===== config.mk =====
export PLATFORM = sky130hd
export DESIGN_NAME = history_ring_with_cursor_unit
export DESIGN_NICKNAME = d
export VERILOG_FILES = /design/src/hw/rtl/hrc_pkg.sv /design/src/hw/rtl/hrc_mem.sv /design/src/hw/rtl/hrc_ctrl.sv /design/src/hw/rtl/hrc_out.sv /design/src/hw/rtl/history_ring_with_cursor_unit.sv
export SDC_FILE = /design/constraint.sdc
export NUM_CORES = 1
export LEC_CHECK = 0
export BUFFER_PORTS_ARGS = -buffer_cell sky130_fd_sc_hd__buf_2
export CAP_MARGIN = 20
export CORE_MARGIN = 10
export CORE_UTILIZATION = 30
export CTS_CLUSTER_DIAMETER = 100
export DETAILED_ROUTE_END_ITERATION = 10
export GPL_TIMING_DRIVEN = 1
export HOLD_SLACK_MARGIN = 0.12
export MAX_ROUTING_LAYER = met4
export PLACE_DENSITY = 0.44
export SKIP_LAST_GASP = 1
export SYNTH_ARGS = -nofsm -noshare
export SYNTH_HDL_FRONTEND = slang
export SYNTH_SLANG_ARGS = --single-unit
export TNS_END_PERCENT = 10

===== constraint.sdc =====
create_clock -name clock -period 13.2 [get_ports clock]
set_input_delay 1.32 -clock clock [delete_from_list [all_inputs] [get_ports clock]]
set_output_delay 1.32 -clock clock [all_outputs]
set_load 0.05 [all_outputs]

===== src/hw/rtl/hrc_pkg.sv =====
// Shared types and constants of the history ring with cursor.
// Used by hrc_ctrl, hrc_out, the top level and the checker; depends on nothing.
package hrc_pkg;

   localparam int DEFAULT_DEPTH      = 16;
   localparam int DEFAULT_WORD_WIDTH = 32;

   localparam int CMD_WIDTH       = 3;
   localparam int CSR_ADDR_WIDTH  = 3;
   localparam int CSR_DATA_WIDTH  = 32;

   // Register index, taken from paddr bit 2 (word addressed)
   localparam logic REG_SIZE_LIMIT = 1'b0;
   localparam logic REG_CYCLE_MODE = 1'b1;

   typedef enum logic [CMD_WIDTH-1:0] {
      CMD_PUSH       = 3'd0,
      CMD_POP        = 3'd1,
      CMD_RESET_CUR  = 3'd2,
      CMD_NEXT       = 3'd3,
      CMD_PREV       = 3'd4,
      CMD_READ_FIRST = 3'd5,
      CMD_READ_LAST  = 3'd6,
      CMD_READ_CUR   = 3'd7
   } cmd_type;

   // Per-request status flags passed from control to the output stage
   typedef struct packed {
      logic word_valid;
      logic before_first;
   } status_type;

endpackage


===== src/hw/rtl/hrc_mem.sv =====
// Entry store of the history ring: one write port, one registered read port.
// Depends on nothing but its parameters.
module hrc_mem #(
   parameter int DEPTH      = 16,
   parameter int WORD_WIDTH = 32
) (
   input  logic                     clock,
   input  logic                     wr_en,
   input  logic [$clog2(DEPTH)-1:0] wr_addr,
   input  logic [WORD_WIDTH-1:0]    wr_data,
   input  logic                     rd_en,
   input  logic [$clog2(DEPTH)-1:0] rd_addr,
   output logic [WORD_WIDTH-1:0]    rd_data
);

   logic [WORD_WIDTH-1:0] store_ff [DEPTH];
   logic [WORD_WIDTH-1:0] rd_data_ff;

   // Write the pushed word
   always_ff @(posedge clock) begin
      if (wr_en) begin
         store_ff[wr_addr] <= wr_data;
      end
   end

   // Registered read, updated only while rd_en is set
   always_ff @(posedge clock) begin
      if (rd_en) begin
         rd_data_ff <= store_ff[rd_addr];
      end
   end

   assign rd_data = rd_data_ff;

endmodule


===== src/hw/rtl/hrc_ctrl.sv =====
// Pointer state and command decode of the history ring.
// Drives the entry store addresses; uses hrc_pkg types.
module hrc_ctrl #(
   parameter int DEPTH      = 16,
   parameter int WORD_WIDTH = 32
) (
   input  logic                         clock,
   input  logic                         reset,
   input  logic                         issue,
   input  hrc_pkg::cmd_type             cmd,
   input  logic [WORD_WIDTH-1:0]        push_word,
   input  logic [$clog2(DEPTH+1)-1:0]   size_limit,
   input  logic                         cycle_mode,
   output logic                         wr_en,
   output logic [$clog2(DEPTH)-1:0]     wr_addr,
   output logic [WORD_WIDTH-1:0]        wr_data,
   output logic [$clog2(DEPTH)-1:0]     rd_addr,
   output hrc_pkg::status_type          status,
   output logic [$clog2(DEPTH+1)-1:0]   count_next
);

   localparam int AW = $clog2(DEPTH);
   localparam int CW = $clog2(DEPTH + 1);
   localparam int SW = AW + 1;

   logic [AW-1:0] oldest_ff, oldest_in;
   logic [CW-1:0] count_ff, count_in;
   logic [AW-1:0] offset_ff, offset_in;
   logic          at_start_ff, at_start_in;

   logic [CW-1:0] limit;
   logic [CW-1:0] count_m1;
   logic [CW-1:0] push_m1;
   logic [AW-1:0] slot1;
   logic [SW-1:0] rd_k;
   logic          nonempty;
   logic          at_last;
   logic          hit;

   // Ring slot of the k-th entry counted from the oldest
   function automatic logic [AW-1:0] slot_of(input logic [AW-1:0] base,
                                             input logic [SW-1:0] k);
      logic [SW-1:0] sum;
      sum = {1'b0, base} + k;
      if (sum >= SW'(DEPTH)) begin
         sum = sum - SW'(DEPTH);
      end
      return sum[AW-1:0];
   endfunction

   // Zero and values above the depth select the full depth
   assign limit = (size_limit == '0 || size_limit > CW'(DEPTH)) ? CW'(DEPTH) : size_limit;

   assign nonempty = (count_ff != '0);
   assign count_m1 = count_ff - CW'(1);
   assign at_last  = (({1'b0, offset_ff} + SW'(1)) >= SW'(count_ff));
   assign slot1    = slot_of(oldest_ff, SW'(1));

   // Decode the command into next pointer state and a read offset
   always_comb begin
      oldest_in   = oldest_ff;
      count_in    = count_ff;
      offset_in   = offset_ff;
      at_start_in = at_start_ff;
      hit         = 1'b0;
      rd_k        = '0;
      push_m1     = '0;
      unique case (cmd)
         hrc_pkg::CMD_PUSH: begin
            if (count_ff >= limit) begin
               oldest_in = slot1;
            end else begin
               count_in = count_ff + CW'(1);
            end
            push_m1     = count_in - CW'(1);
            at_start_in = 1'b0;
            offset_in   = push_m1[AW-1:0];
         end
         hrc_pkg::CMD_POP: begin
            if (nonempty) begin
               hit       = 1'b1;
               oldest_in = slot1;
               count_in  = count_m1;
               if (!at_start_ff && offset_ff != '0) begin
                  offset_in = offset_ff - AW'(1);
               end
               if (count_m1 == '0) begin
                  at_start_in = 1'b1;
                  offset_in   = '0;
               end
            end
         end
         hrc_pkg::CMD_RESET_CUR: begin
            at_start_in = 1'b1;
            offset_in   = '0;
         end
         hrc_pkg::CMD_NEXT: begin
            if (nonempty) begin
               if (at_start_ff) begin
                  at_start_in = 1'b0;
                  offset_in   = '0;
                  hit         = 1'b1;
               end else if (!at_last) begin
                  offset_in = offset_ff + AW'(1);
                  hit       = 1'b1;
               end else if (cycle_mode) begin
                  offset_in = '0;
                  hit       = 1'b1;
               end else begin
                  offset_in = count_m1[AW-1:0];
               end
            end
            rd_k = {1'b0, offset_in};
         end
         hrc_pkg::CMD_PREV: begin
            if (nonempty) begin
               if (at_start_ff || offset_ff == '0) begin
                  if (cycle_mode) begin
                     at_start_in = 1'b0;
                     offset_in   = count_m1[AW-1:0];
                     hit         = 1'b1;
                  end else if (at_start_ff) begin
                     at_start_in = 1'b0;
                     offset_in   = '0;
                  end
               end else begin
                  offset_in = offset_ff - AW'(1);
                  hit       = 1'b1;
               end
            end
            rd_k = {1'b0, offset_in};
         end
         hrc_pkg::CMD_READ_FIRST: begin
            hit = nonempty;
         end
         hrc_pkg::CMD_READ_LAST: begin
            hit  = nonempty;
            rd_k = SW'(count_m1);
         end
         hrc_pkg::CMD_READ_CUR: begin
            hit  = nonempty && !at_start_ff;
            rd_k = {1'b0, offset_ff};
         end
         default: begin
            hit = 1'b0;
         end
      endcase
   end

   // Store addresses: push goes to the tail slot
   assign wr_en   = issue && (cmd == hrc_pkg::CMD_PUSH);
   assign wr_addr = slot_of(oldest_ff, SW'(count_ff));
   assign wr_data = push_word;
   assign rd_addr = slot_of(oldest_ff, rd_k);

   assign status.word_valid   = hit;
   assign status.before_first = at_start_in;
   assign count_next          = count_in;

   // Advance pointer state on each accepted request
   always_ff @(posedge clock) begin
      if (reset) begin
         oldest_ff   <= '0;
         count_ff    <= '0;
         offset_ff   <= '0;
         at_start_ff <= 1'b1;
      end else if (issue) begin
         oldest_ff   <= oldest_in;
         count_ff    <= count_in;
         offset_ff   <= offset_in;
         at_start_ff <= at_start_in;
      end
   end

endmodule


===== src/hw/rtl/hrc_out.sv =====
// Read-data stage and output register of the history ring.
// Joins store read data with request status; uses hrc_pkg types.
module hrc_out #(
   parameter int WORD_WIDTH = 32,
   parameter int CW         = 5
) (
   input  logic                  clock,
   input  logic                  reset,
   input  logic                  issue,
   input  hrc_pkg::status_type   status_in,
   input  logic [CW-1:0]         count_in,
   input  logic [WORD_WIDTH-1:0] rd_data,
   output logic                  take,
   output logic                  rsp_tvalid,
   input  logic                  rsp_tready,
   output logic [WORD_WIDTH-1:0] word_out,
   output hrc_pkg::status_type   status_out,
   output logic [CW-1:0]         count_out
);

   logic                  s2_valid_ff, s2_valid_in;
   hrc_pkg::status_type   s2_status_ff;
   logic [CW-1:0]         s2_count_ff;
   logic                  out_valid_ff, out_valid_in;
   logic [WORD_WIDTH-1:0] out_word_ff;
   hrc_pkg::status_type   out_status_ff;
   logic [CW-1:0]         out_count_ff;
   logic                  s2_move;

   // Move the read stage forward when the output register frees up
   assign s2_move = s2_valid_ff && (!out_valid_ff || rsp_tready);
   assign take    = !s2_valid_ff || s2_move;

   always_comb begin
      s2_valid_in = s2_valid_ff;
      if (issue) begin
         s2_valid_in = 1'b1;
      end else if (s2_move) begin
         s2_valid_in = 1'b0;
      end
      out_valid_in = out_valid_ff;
      if (s2_move) begin
         out_valid_in = 1'b1;
      end else if (rsp_tready) begin
         out_valid_in = 1'b0;
      end
   end

   always_ff @(posedge clock) begin
      if (reset) begin
         s2_valid_ff  <= 1'b0;
         out_valid_ff <= 1'b0;
      end else begin
         s2_valid_ff  <= s2_valid_in;
         out_valid_ff <= out_valid_in;
      end
   end

   // Hold payload; drop the word to zero when no entry was returned
   always_ff @(posedge clock) begin
      if (issue) begin
         s2_status_ff <= status_in;
         s2_count_ff  <= count_in;
      end
      if (s2_move) begin
         out_word_ff   <= s2_status_ff.word_valid ? rd_data : '0;
         out_status_ff <= s2_status_ff;
         out_count_ff  <= s2_count_ff;
      end
   end

   assign rsp_tvalid = out_valid_ff;
   assign word_out   = out_word_ff;
   assign status_out = out_status_ff;
   assign count_out  = out_count_ff;

endmodule


===== src/hw/rtl/history_ring_with_cursor_unit.sv =====
// History ring with browse cursor: top level, configuration registers.
// Instantiates hrc_ctrl, hrc_mem and hrc_out; uses hrc_pkg.
//
// Usage:
//   Requests enter on the req_ stream: req_tuser carries the command, req_tdata the
//   word for a push. Every request yields exactly one result on the rsp_ stream:
//   rsp_tuser flags a returned entry, rsp_tdata carries the word, the entry count
//   after the request and the cursor start flag.
//   Results pass the read stage, then the output register. One request is taken
//   every cycle while the output does not stall: pointers update at acceptance and
//   the store read port delivers the entry the cycle after, so requests may follow directly.
//   When the receiver stalls, the result waits in the output register and one more
//   request is held in the read stage; req_tready then drops until rsp_tready rises.
//   Reset (synchronous) empties the ring, puts the cursor at the start position and
//   clears both registers; the entry store itself is not cleared.
//   The csr_ port holds size_limit at address 0 and cycle_mode at address 4; write
//   them only while no request is in flight.
module history_ring_with_cursor_unit #(
   parameter int DEPTH      = hrc_pkg::DEFAULT_DEPTH,
   parameter int WORD_WIDTH = hrc_pkg::DEFAULT_WORD_WIDTH
) (
   input  logic                                             clock,
   input  logic                                             reset,
   // req_tdata: push_word
   input  logic                                             req_tvalid,
   output logic                                             req_tready,
   input  logic [((WORD_WIDTH+7)/8)*8-1:0]                  req_tdata,
   // req_tuser: command
   input  logic [hrc_pkg::CMD_WIDTH-1:0]                    req_tuser,
   // rsp_tdata: word_out, entry_count, cursor_before_first
   output logic                                             rsp_tvalid,
   input  logic                                             rsp_tready,
   output logic [((WORD_WIDTH+$clog2(DEPTH+1)+1+7)/8)*8-1:0] rsp_tdata,
   // rsp_tuser: word_valid
   output logic                                             rsp_tuser,
   input  logic                                             csr_psel,
   input  logic                                             csr_penable,
   input  logic                                             csr_pwrite,
   input  logic [hrc_pkg::CSR_ADDR_WIDTH-1:0]               csr_paddr,
   input  logic [hrc_pkg::CSR_DATA_WIDTH-1:0]               csr_pwdata,
   output logic [hrc_pkg::CSR_DATA_WIDTH-1:0]               csr_prdata,
   output logic                                             csr_pready
);

   localparam int AW    = $clog2(DEPTH);
   localparam int CW    = $clog2(DEPTH + 1);
   localparam int OUT_W = ((WORD_WIDTH + CW + 1 + 7) / 8) * 8;
   localparam int PAD_W = OUT_W - WORD_WIDTH - CW - 1;

   logic [CW-1:0]         size_limit_ff;
   logic                  cycle_mode_ff;
   logic                  csr_wr;
   logic                  issue;
   logic                  take;
   logic                  wr_en;
   logic [AW-1:0]         wr_addr;
   logic [WORD_WIDTH-1:0] wr_data;
   logic [AW-1:0]         rd_addr;
   logic [WORD_WIDTH-1:0] rd_data;
   hrc_pkg::status_type   status;
   logic [CW-1:0]         count_next;
   logic [WORD_WIDTH-1:0] word_out;
   hrc_pkg::status_type   status_out;
   logic [CW-1:0]         count_out;

   // Configuration registers
   assign csr_pready = 1'b1;
   assign csr_wr     = csr_psel && csr_penable && csr_pwrite && csr_pready;

   always_ff @(posedge clock) begin
      if (reset) begin
         size_limit_ff <= '0;
         cycle_mode_ff <= 1'b0;
      end else if (csr_wr) begin
         unique case (csr_paddr[2])
            hrc_pkg::REG_SIZE_LIMIT: size_limit_ff <= csr_pwdata[CW-1:0];
            hrc_pkg::REG_CYCLE_MODE: cycle_mode_ff <= csr_pwdata[0];
            default:                 cycle_mode_ff <= cycle_mode_ff;
         endcase
      end
   end

   always_comb begin
      unique case (csr_paddr[2])
         hrc_pkg::REG_SIZE_LIMIT: csr_prdata = hrc_pkg::CSR_DATA_WIDTH'(size_limit_ff);
         hrc_pkg::REG_CYCLE_MODE: csr_prdata = hrc_pkg::CSR_DATA_WIDTH'(cycle_mode_ff);
         default:                 csr_prdata = '0;
      endcase
   end

   // Request handshake
   assign req_tready = take;
   assign issue      = req_tvalid && take;

   hrc_ctrl #(
      .DEPTH      (DEPTH),
      .WORD_WIDTH (WORD_WIDTH)
   ) u_ctrl (
      .clock      (clock),
      .reset      (reset),
      .issue      (issue),
      .cmd        (hrc_pkg::cmd_type'(req_tuser)),
      .push_word  (req_tdata[WORD_WIDTH-1:0]),
      .size_limit (size_limit_ff),
      .cycle_mode (cycle_mode_ff),
      .wr_en      (wr_en),
      .wr_addr    (wr_addr),
      .wr_data    (wr_data),
      .rd_addr    (rd_addr),
      .status     (status),
      .count_next (count_next)
   );

   hrc_mem #(
      .DEPTH      (DEPTH),
      .WORD_WIDTH (WORD_WIDTH)
   ) u_mem (
      .clock   (clock),
      .wr_en   (wr_en),
      .wr_addr (wr_addr),
      .wr_data (wr_data),
      .rd_en   (issue),
      .rd_addr (rd_addr),
      .rd_data (rd_data)
   );

   hrc_out #(
      .WORD_WIDTH (WORD_WIDTH),
      .CW         (CW)
   ) u_out (
      .clock      (clock),
      .reset      (reset),
      .issue      (issue),
      .status_in  (status),
      .count_in   (count_next),
      .rd_data    (rd_data),
      .take       (take),
      .rsp_tvalid (rsp_tvalid),
      .rsp_tready (rsp_tready),
      .word_out   (word_out),
      .status_out (status_out),
      .count_out  (count_out)
   );

   // Pack the result fields, lowest first
   assign rsp_tdata = {{PAD_W{1'b0}}, status_out.before_first, count_out, word_out};
   assign rsp_tuser = status_out.word_valid;

endmodule


==> results of run 1 <==
-- cells in the final DEF (no fill, tap or decap), drive strengths merged, types with 3 or more instances in the layout --
master / n
dfxtp: 22
mux2: 3
a211oi: 3
buf: 121
nand3: 5
nor2: 57
xnor2: 15
conb: 30
a21oi: 28
a31oi: 3
or3: 3
mux4: 128
xor2: 8
o221ai: 4
inv: 18
diode: 4
nand2: 39
o21ai: 24
a21o: 5
and2: 35
nand4: 7
mux2i: 107
bufinv: 9
clkbuf: 93
nor2b: 10
clkinv: 17
nand2b: 6
nor3: 5
edfxtp: 590
ha: 24
-- critical path, cell delays in order, from the launching register on --
cell and delay (ps):
dfxtp_1 610, inv_1 150, ha_1 380, ha_1 300
a31oi_1 100, o21ai_2 370, mux2_2 410, a221oi_2 350
o21ai_0 270, ha_4 240, fa_4 1260, buf_4 850
mux4_2 430, mux2i_1 190, mux2i_1 120
-- how the worst min path moves through the flow --
stage | start | endpoint | slack (ps) | cells after the start
final | u_out.s2_count_ff[2]$_DFFE_PP_ | u_out.count_out[2]$_DFFE_PP_ | 420 | 0
after global routing | u_out.s2_count_ff[2]$_DFFE_PP_ | u_out.count_out[2]$_DFFE_PP_ | 430 | 0
after CTS | u_out.s2_count_ff[2]$_DFFE_PP_ | u_out.count_out[2]$_DFFE_PP_ | 420 | 0
after detailed placement | u_out.s2_count_ff[2]$_DFFE_PP_ | u_out.count_out[2]$_DFFE_PP_ | 410 | 0
after global placement | u_out.s2_count_ff[1]$_DFFE_PP_ | u_out.count_out[1]$_DFFE_PP_ | 410 | 0
after floorplan | u_out.s2_count_ff[0]$_DFFE_PP_ | u_out.count_out[0]$_DFFE_PP_ | 400 | 0
-- metal layers --
layer  vias to the layer above  share of wire (%)  global-route usage, %
met3                        82                4.8                   2.28
met5                         -                  0                      -
met4                         0                2.0                   3.90
met1                      6245                 43                   16.0
li1                       5342                  -                      -
met2                       265                 51                   21.8
-- Yosys cell counts (3+ instances only) --
cell and instances:
buf_2 16, a21oi_1 28, inv_1 12, a21o_1 5, ha_1 24, buf_6 4
dfxtp_1 22, edfxtp_1 590, and2_1 34, nand3_1 5, nand2b_1 4, nand4_1 6
o221ai_1 3, nor2b_1 10, xnor2_1 14, a211oi_1 3, buf_12 3, clkbuf_1 34
mux4_2 128, mux2_2 3, xor2_1 8, o21ai_0 22, nor2_2 3, mux2i_1 106
nand2_1 39, nor2_1 53, buf_4 34, nor3_1 3
-- through the flow --
stage	power, W	area, um^2	hold slack, ps	std cells
4_1_cts	0.00465	28900	422	2524
2_1_floorplan	0.00256	25000	400	1302
3_5_place_dp	0.00269	26600	408	2400
5_1_grt	0.00476	28900	426	2528
3_3_place_gp	0.00268	26600	414	2400
6_report	0.00457	28900	420	2529
-- power groups by stage --
stage | clock (W) | combinational [W] | sequential [W]
2_1_floorplan | 0 | 0.000318 | 0.00224
4_1_cts | 0.00200 | 0.000459 | 0.00219
6_report | 0.00194 | 0.000447 | 0.00219
3_3_place_gp | 0 | 0.000456 | 0.00223
5_1_grt | 0.00208 | 0.000488 | 0.00219
3_5_place_dp | 0 | 0.000458 | 0.00223
-- state kept, by name (all words and copies together), names as in the netlist --
signal and flops:
cycle_mode_ff 1, size_limit_ff 5, u_ctrl.at_start_ff 1, u_ctrl.count_ff 5, u_ctrl.offset_ff 4, u_ctrl.oldest_ff 4
u_mem.rd_data 32, u_mem.store_ff 512, u_out.count_out 5, u_out.rsp_tvalid 1, u_out.s2_count_ff 5, u_out.s2_status_ff 2
u_out.s2_valid_ff 1, u_out.status_out 2, u_out.word_out 32
-- final cells by class --
type / instances / area, um^2 / share of cell area [%]
flip-flops and latches: 612 / 18200 / 62.8
multi-input cells: 585 / 6400 / 22.1
clock buffers: 93 / 1870 / 6.46
well taps: 1070 / 1340 / 4.63
repair buffers: 121 / 696 / 2.41
clock inverters: 31 / 403 / 1.39
inverters: 13 / 48.8 / 0.169
diodes: 4 / 10.0 / 0.0346
-- logic make-up after synthesis --
family          after synthesis  share of synthesized area, %
flops                       612                          72.9
mux                         238                          16.1
xor+xnor                     23                         0.839
buf+inv                     105                          2.49
other cells                   2                        0.0302
fa+ha+maj                    26                          1.37
simple gates                178                          3.74
compound gates               90                          2.52
==> results.py, run 1 <==
metrics = {
    "placed_design": {
        "io_buffers": 93,
        "dp_hpwl_um": 32700,
        "dp_slack_ps": 6700,
        "globalplace.congestion": 0.801,
    },
    "run_status": {
        "status": "complete, no violations",
    },
    "synth": {
        "syn_area_mm2": 0.0249,
        "async_flop_share_pct": 0,
        "yosys.area.top_type": "edfxtp_1",
        "synth_top_area_share_pct": 71.2,
        "syn-instance-count": 1274,
        "synth_seq_cells": 612,
        "synth_edf_count": 590,
        "yosysSeqAreaShare_pct": 72.9,
        "synthTopCellsByArea": "edfxtp_1 71%, mux4_2 12%, mux2i_1 4.3%",
        "ys_warn_count": 0,
        "syn-mean-instance-area_um2": 19.5,
        "yosysUniqueCellTypes": 74,
        "synth-main-ff-cell": "edfxtp_1",
    },
    "power_and_ir_drop": {
        "power_frac_clock_pct": 42.4,
        "pwr_density_cell_mw_per_mm2": 158,
        "swShare_pct": 22.9,
        "seqPwrFrac_pct": 47.8,
        "internal_power_w": 0.00353,
        "pwr-share-comb_pct": 9.8,
        "p_switching_w": 0.00105,
        "ir_worst_vdd_v": 0.0000733,
        "p_leak_nw": 9.67,
    },
    "sta": {
        "fin_setup_tns_ps": 0,
        "max_freq_mhz": 156,
        "finalMaxSlewViolations": 0,
        "skew_ps": 22.5,
        "slew_headroom_pct": 34.6,
        "rsz0062_at_grt": "no",
        "period_needed_ps": 6400,
        "fin_crit_sh_pct": 48.5,
        "setup_viol": 0,
        "finalWorstSetupSlack_ps": 6800,
        "worst_slew_pin_slew_ps": 981,
        "hold_viol_final": 0,
    },
    "die": {
        "core_region_area_mm2": 0.0821,
        "io-pin-count": 153,
        "die_h_um": 308,
        "die_w_um": 308,
        "fp-row-count": 105,
        "die-area_mm2": 0.0949,
        "start_util_pct": 30.3,
    },
    "worst_setup_path": {
        "reg2reg_from": "u_ctrl.offset_ff[0]$_SDFFE_PP0P_",
        "rr_worst_depth": 14,
        "critPathArrivalTime_ps": 6690,
        "cp-startpoint": "u_ctrl.offset_ff[0]$_SDFFE_PP0P_",
        "reg2reg_slack_ps": 6800,
        "critPathKind": "flop to flop",
        "cp.required_ps": 13490,
        "endpoint": "u_mem.rd_data[23]$_DFFE_PP_",
        "cp-end-kind": "flop",
        "start_kind": "flop",
        "critical_path.max_fanout": 57,
        "timing.rr.end": "u_mem.rd_data[23]$_DFFE_PP_",
    },
    "clocking": {
        "path_clk_slew_ps": 60,
        "cts-root-buf": "clkbuf_16",
        "numCtsBuffers": 69,
        "cts.htree.levels": 3,
        "post_cts_buffers": 0,
        "postCtsResizedCells": 0,
        "cts_tree": "yes",
        "cts_buffer_depth": 3,
        "hold_buffers": 0,
        "insertion_delay_ps": 600,
        "numClockSinks": 612,
    },
    "global_route": {
        "first_global_vias": 12600,
        "overflow": 0,
        "antenna_found_initial": 7,
        "track_usage_pct": 13.0,
        "grt_pass1_wl_um": 87700,
        "grt_max_degree": 58,
    },
    "route": {
        "drc": 0,
        "vias": 11900,
        "vias_per_cell": 4.72,
        "ant_nets": 0,
        "drt-pass1-iter-count": 5,
        "drtIter0Drc": 798,
        "wire_per_inst_um": 23.9,
        "routed_wl_um": 60500,
    },
    "job": {
        "drv_cap": 0,
    },
    "final_layout": {
        "final_util_pct": 35.2,
        "n_fill_cell": 7630,
        "drive_gt1_share_pct": 27.0,
        "nets": 1505,
        "syn2layout_area_growth_pct": 16.2,
    },
    "hold_path": {
        "hp-class": "flop to flop",
    },
}
No activity file was read; power rests on OpenSTA's default activity.
==> inputs of run 2 (changes only) <==
Settings changed: ABC_AREA from default to 1.
Clock period 13.2 ns to 6.61 ns, I/O delays scaled along.
==> run 2 against run 1 <==
Total power rose by 110%. Count of clock-buffer cells in the layout fell by 7. Clock power rose by 99%. Register-to-register slack got worse by 5200 ps. Sequential cell count did not move. First-iteration DRC count rose by 58%. Critical path depth rose by 7. Largest cell class unchanged. Largest power group unchanged.
==> results.py, run 2 <==
metrics = {
    "run_status": {
        "status": "complete, no violations",
    },
    "power_and_ir_drop": {
        "pwr_density_cell_mw_per_mm2": 331,
        "p_leak_nw": 10.6,
        "ir_worst_vdd_v": 0.000170,
    },
    "worst_setup_path": {
        "rr_worst_depth": 21,
        "worstPathCellList": "inv_2 -> ha_1 -> ha_1 -> nand2_1 -> nor2_1 -> nand2_1 -> nand3_1 -> o21ai_0 -> o211ai_1 -> nand2_1 -> nand2_1 -> nand3b_1 -> ha_4 -> fa_2 -> buf_4 -> o21ai_0 -> o22ai_1 -> nand2_1 -> o21ai_0 -> nand3_1 -> nand2_1",
        "cp.required_ps": 7070,
        "cp-end-kind": "flop",
        "cp.buffers_inverters": 2,
        "max_stage_delay_ps": 810,
        "path_depth": 21,
        "critPathKind": "flop to flop",
        "critPathArrivalTime_ps": 5480,
        "slowest_stage": "buf_4",
        "path_common_cell": "nand2_1",
        "start_kind": "flop",
        "critical_path.max_fanout": 64,
        "crit_family": "adder cells",
    },
    "final_layout": {
        "largest_register": "u_mem.store_ff",
        "layout_commonest_cell": "edfxtp_1",
        "largest_register_ffs": 512,
        "drive_gt1_share_pct": 12.5,
        "final_cell_mix": "590 x edfxtp_1, 434 x nand2_1, 227 x o21ai_0, 158 x nor2_1",
        "syn2layout_area_growth_pct": 16.0,
        "nets": 2252,
        "design_area_mm2": 0.0294,
    },
    "synth": {
        "yosys.cell_count.top_type": "edfxtp_1",
        "syn-mean-instance-area_um2": 12.2,
        "synth-main-ff-cell": "edfxtp_1",
        "async_flop_share_pct": 0,
        "synth_edf_count": 590,
        "syn-instance-count": 2068,
        "yosysSeqAreaShare_pct": 71.7,
        "yosysUniqueCellTypes": 34,
        "synth_top_area_share_pct": 70.0,
        "yosys.area.top_type": "edfxtp_1",
        "netlist_top_cells_count": "590 x edfxtp_1, 434 x nand2_1, 227 x o21ai_0, 174 x nor2_1, 94 x a21oi_1",
        "synthTopCellsByArea": "edfxtp_1 70%, nand2_1 6.4%, o21ai_0 4.5%",
        "ys_warn_count": 0,
        "syn_area_mm2": 0.0253,
        "synth_seq_cells": 612,
    },
    "placed_design": {
        "io_buffers": 93,
        "globalplace.congestion": 0.826,
        "dpl_cell_area_mm2": 0.0271,
        "dp_hpwl_um": 36300,
    },
    "hold_path": {
        "hold_depth": 3,
        "hp-class": "primary input to flop",
    },
    "sta": {
        "max_freq_mhz": 199,
        "fin_crit_sh_pct": 75.9,
        "slew_headroom_pct": 26.7,
        "hold_viol_final": 0,
        "period_needed_ps": 5020,
        "setup_viol": 0,
        "finalMaxSlewViolations": 0,
        "worst_slew_pin_slew_ps": 1100,
        "rsz0062_at_grt": "no",
        "skew_ps": 20.9,
        "fin_setup_tns_ps": 0,
    },
    "die": {
        "die_w_um": 310,
        "die_h_um": 310,
        "start_util_pct": 30.2,
        "io-pin-count": 153,
        "core_region_area_mm2": 0.0837,
        "die-area_mm2": 0.0964,
        "fp-row-count": 106,
    },
    "route": {
        "vias_per_cell": 4.79,
        "drtIter0Drc": 1258,
        "vias": 16000,
        "ant_nets": 0,
        "drc": 0,
        "wire_per_inst_um": 20.6,
        "drt-pass1-iter-count": 5,
        "routed_wl_um": 68900,
    },
    "clocking": {
        "numCtsBuffers": 72,
        "hold_buffers": 0,
        "cts_tree": "yes",
        "postCtsResizedCells": 0,
        "cts_buffer_depth": 3,
        "insertion_delay_ps": 610,
        "cts-root-buf": "clkbuf_16",
        "path_clk_slew_ps": 60,
        "post_cts_buffers": 0,
        "cts.htree.levels": 3,
        "numClockSinks": 612,
    },
    "global_route": {
        "track_usage_pct": 14.6,
        "overflow": 0,
        "first_global_vias": 15800,
        "antenna_found_initial": 6,
        "grt_max_degree": 163,
        "grt_pass1_wl_um": 102000,
    },
    "job": {
        "drv_cap": 0,
    },
}
## run 2: report_power, final
group / internal (W) / switching [W]
clock: 0.00227 / 0.00159
combinational: 0.000417 / 0.00101
sequential: 0.00438 / 0.0000425
## run 2: cell type report
type                            count  area, um^2
Multi-Input combinational cell   1235        6300
Clock inverter                     45         417
Fill cell                        8235       54300
Clock buffer                       86        1880
Inverter                          102         395
Timing Repair Buffer              126         788
Antenna cell                        3        7.51
Sequential cell                   612       18200
Tap cell                         1134        1420
## run 2: worst min-delay path: stages
cell     delay, ps
buf_2           80
o21ai_0         70
a21oi_1        100
## run 2: cell families after synthesis
group,synth area share (%)
adder cells (fa/ha/maj),1.34
other,0.0297
XOR/XNOR,0.415
AO/OA/AOI/OAI,10.9
flip-flops,71.7
buffers and inverters,4.42
AND/OR/NAND/NOR,11.2
## run 2: metrics by stage
step / util (%) / hold slack (ps) / total power (W) / instances / setup WS [ps]
after floorplan: - / 400 / 0.00551 / 2096 / 2760
after global placement: 32.3 / 406 / 0.00593 / 3207 / 1610
after detailed placement: 32.3 / 407 / 0.00595 / 3209 / 1590
after CTS: 35.1 / 306 / 0.00984 / 3340 / 1540
after global routing: 35.1 / 315 / 0.0102 / 3343 / 1130
final: 35.1 / 338 / 0.00971 / 3343 / 1590
## run 2: worst paths after layout
path	start	end	slack, ps
max	u_ctrl.offset_ff[0]$_SDFFE_PP0P_	u_mem.rd_data[28]$_DFFE_PP_	1590
min	csr_pwdata[2]	size_limit_ff[2]$_SDFFE_PP0P_	340
max reg2reg	u_ctrl.offset_ff[0]$_SDFFE_PP0P_	u_mem.rd_data[28]$_DFFE_PP_	1590
min reg2reg	u_out.s2_count_ff[4]$_DFFE_PP_	u_out.count_out[4]$_DFFE_PP_	420
## run 2: layer usage
| metal | GRT usage, % | vias to the layer above | part of all wire [%] |
|---|---|---|---|
| li1 | - | 7587 | - |
| met2 | 22.9 | 366 | 46 |
| met4 | 4.25 | 0 | 2.0 |
| met3 | 2.47 | 98 | 5.0 |
| met1 | 19.3 | 7970 | 46 |
| met5 | - | - | 0 |
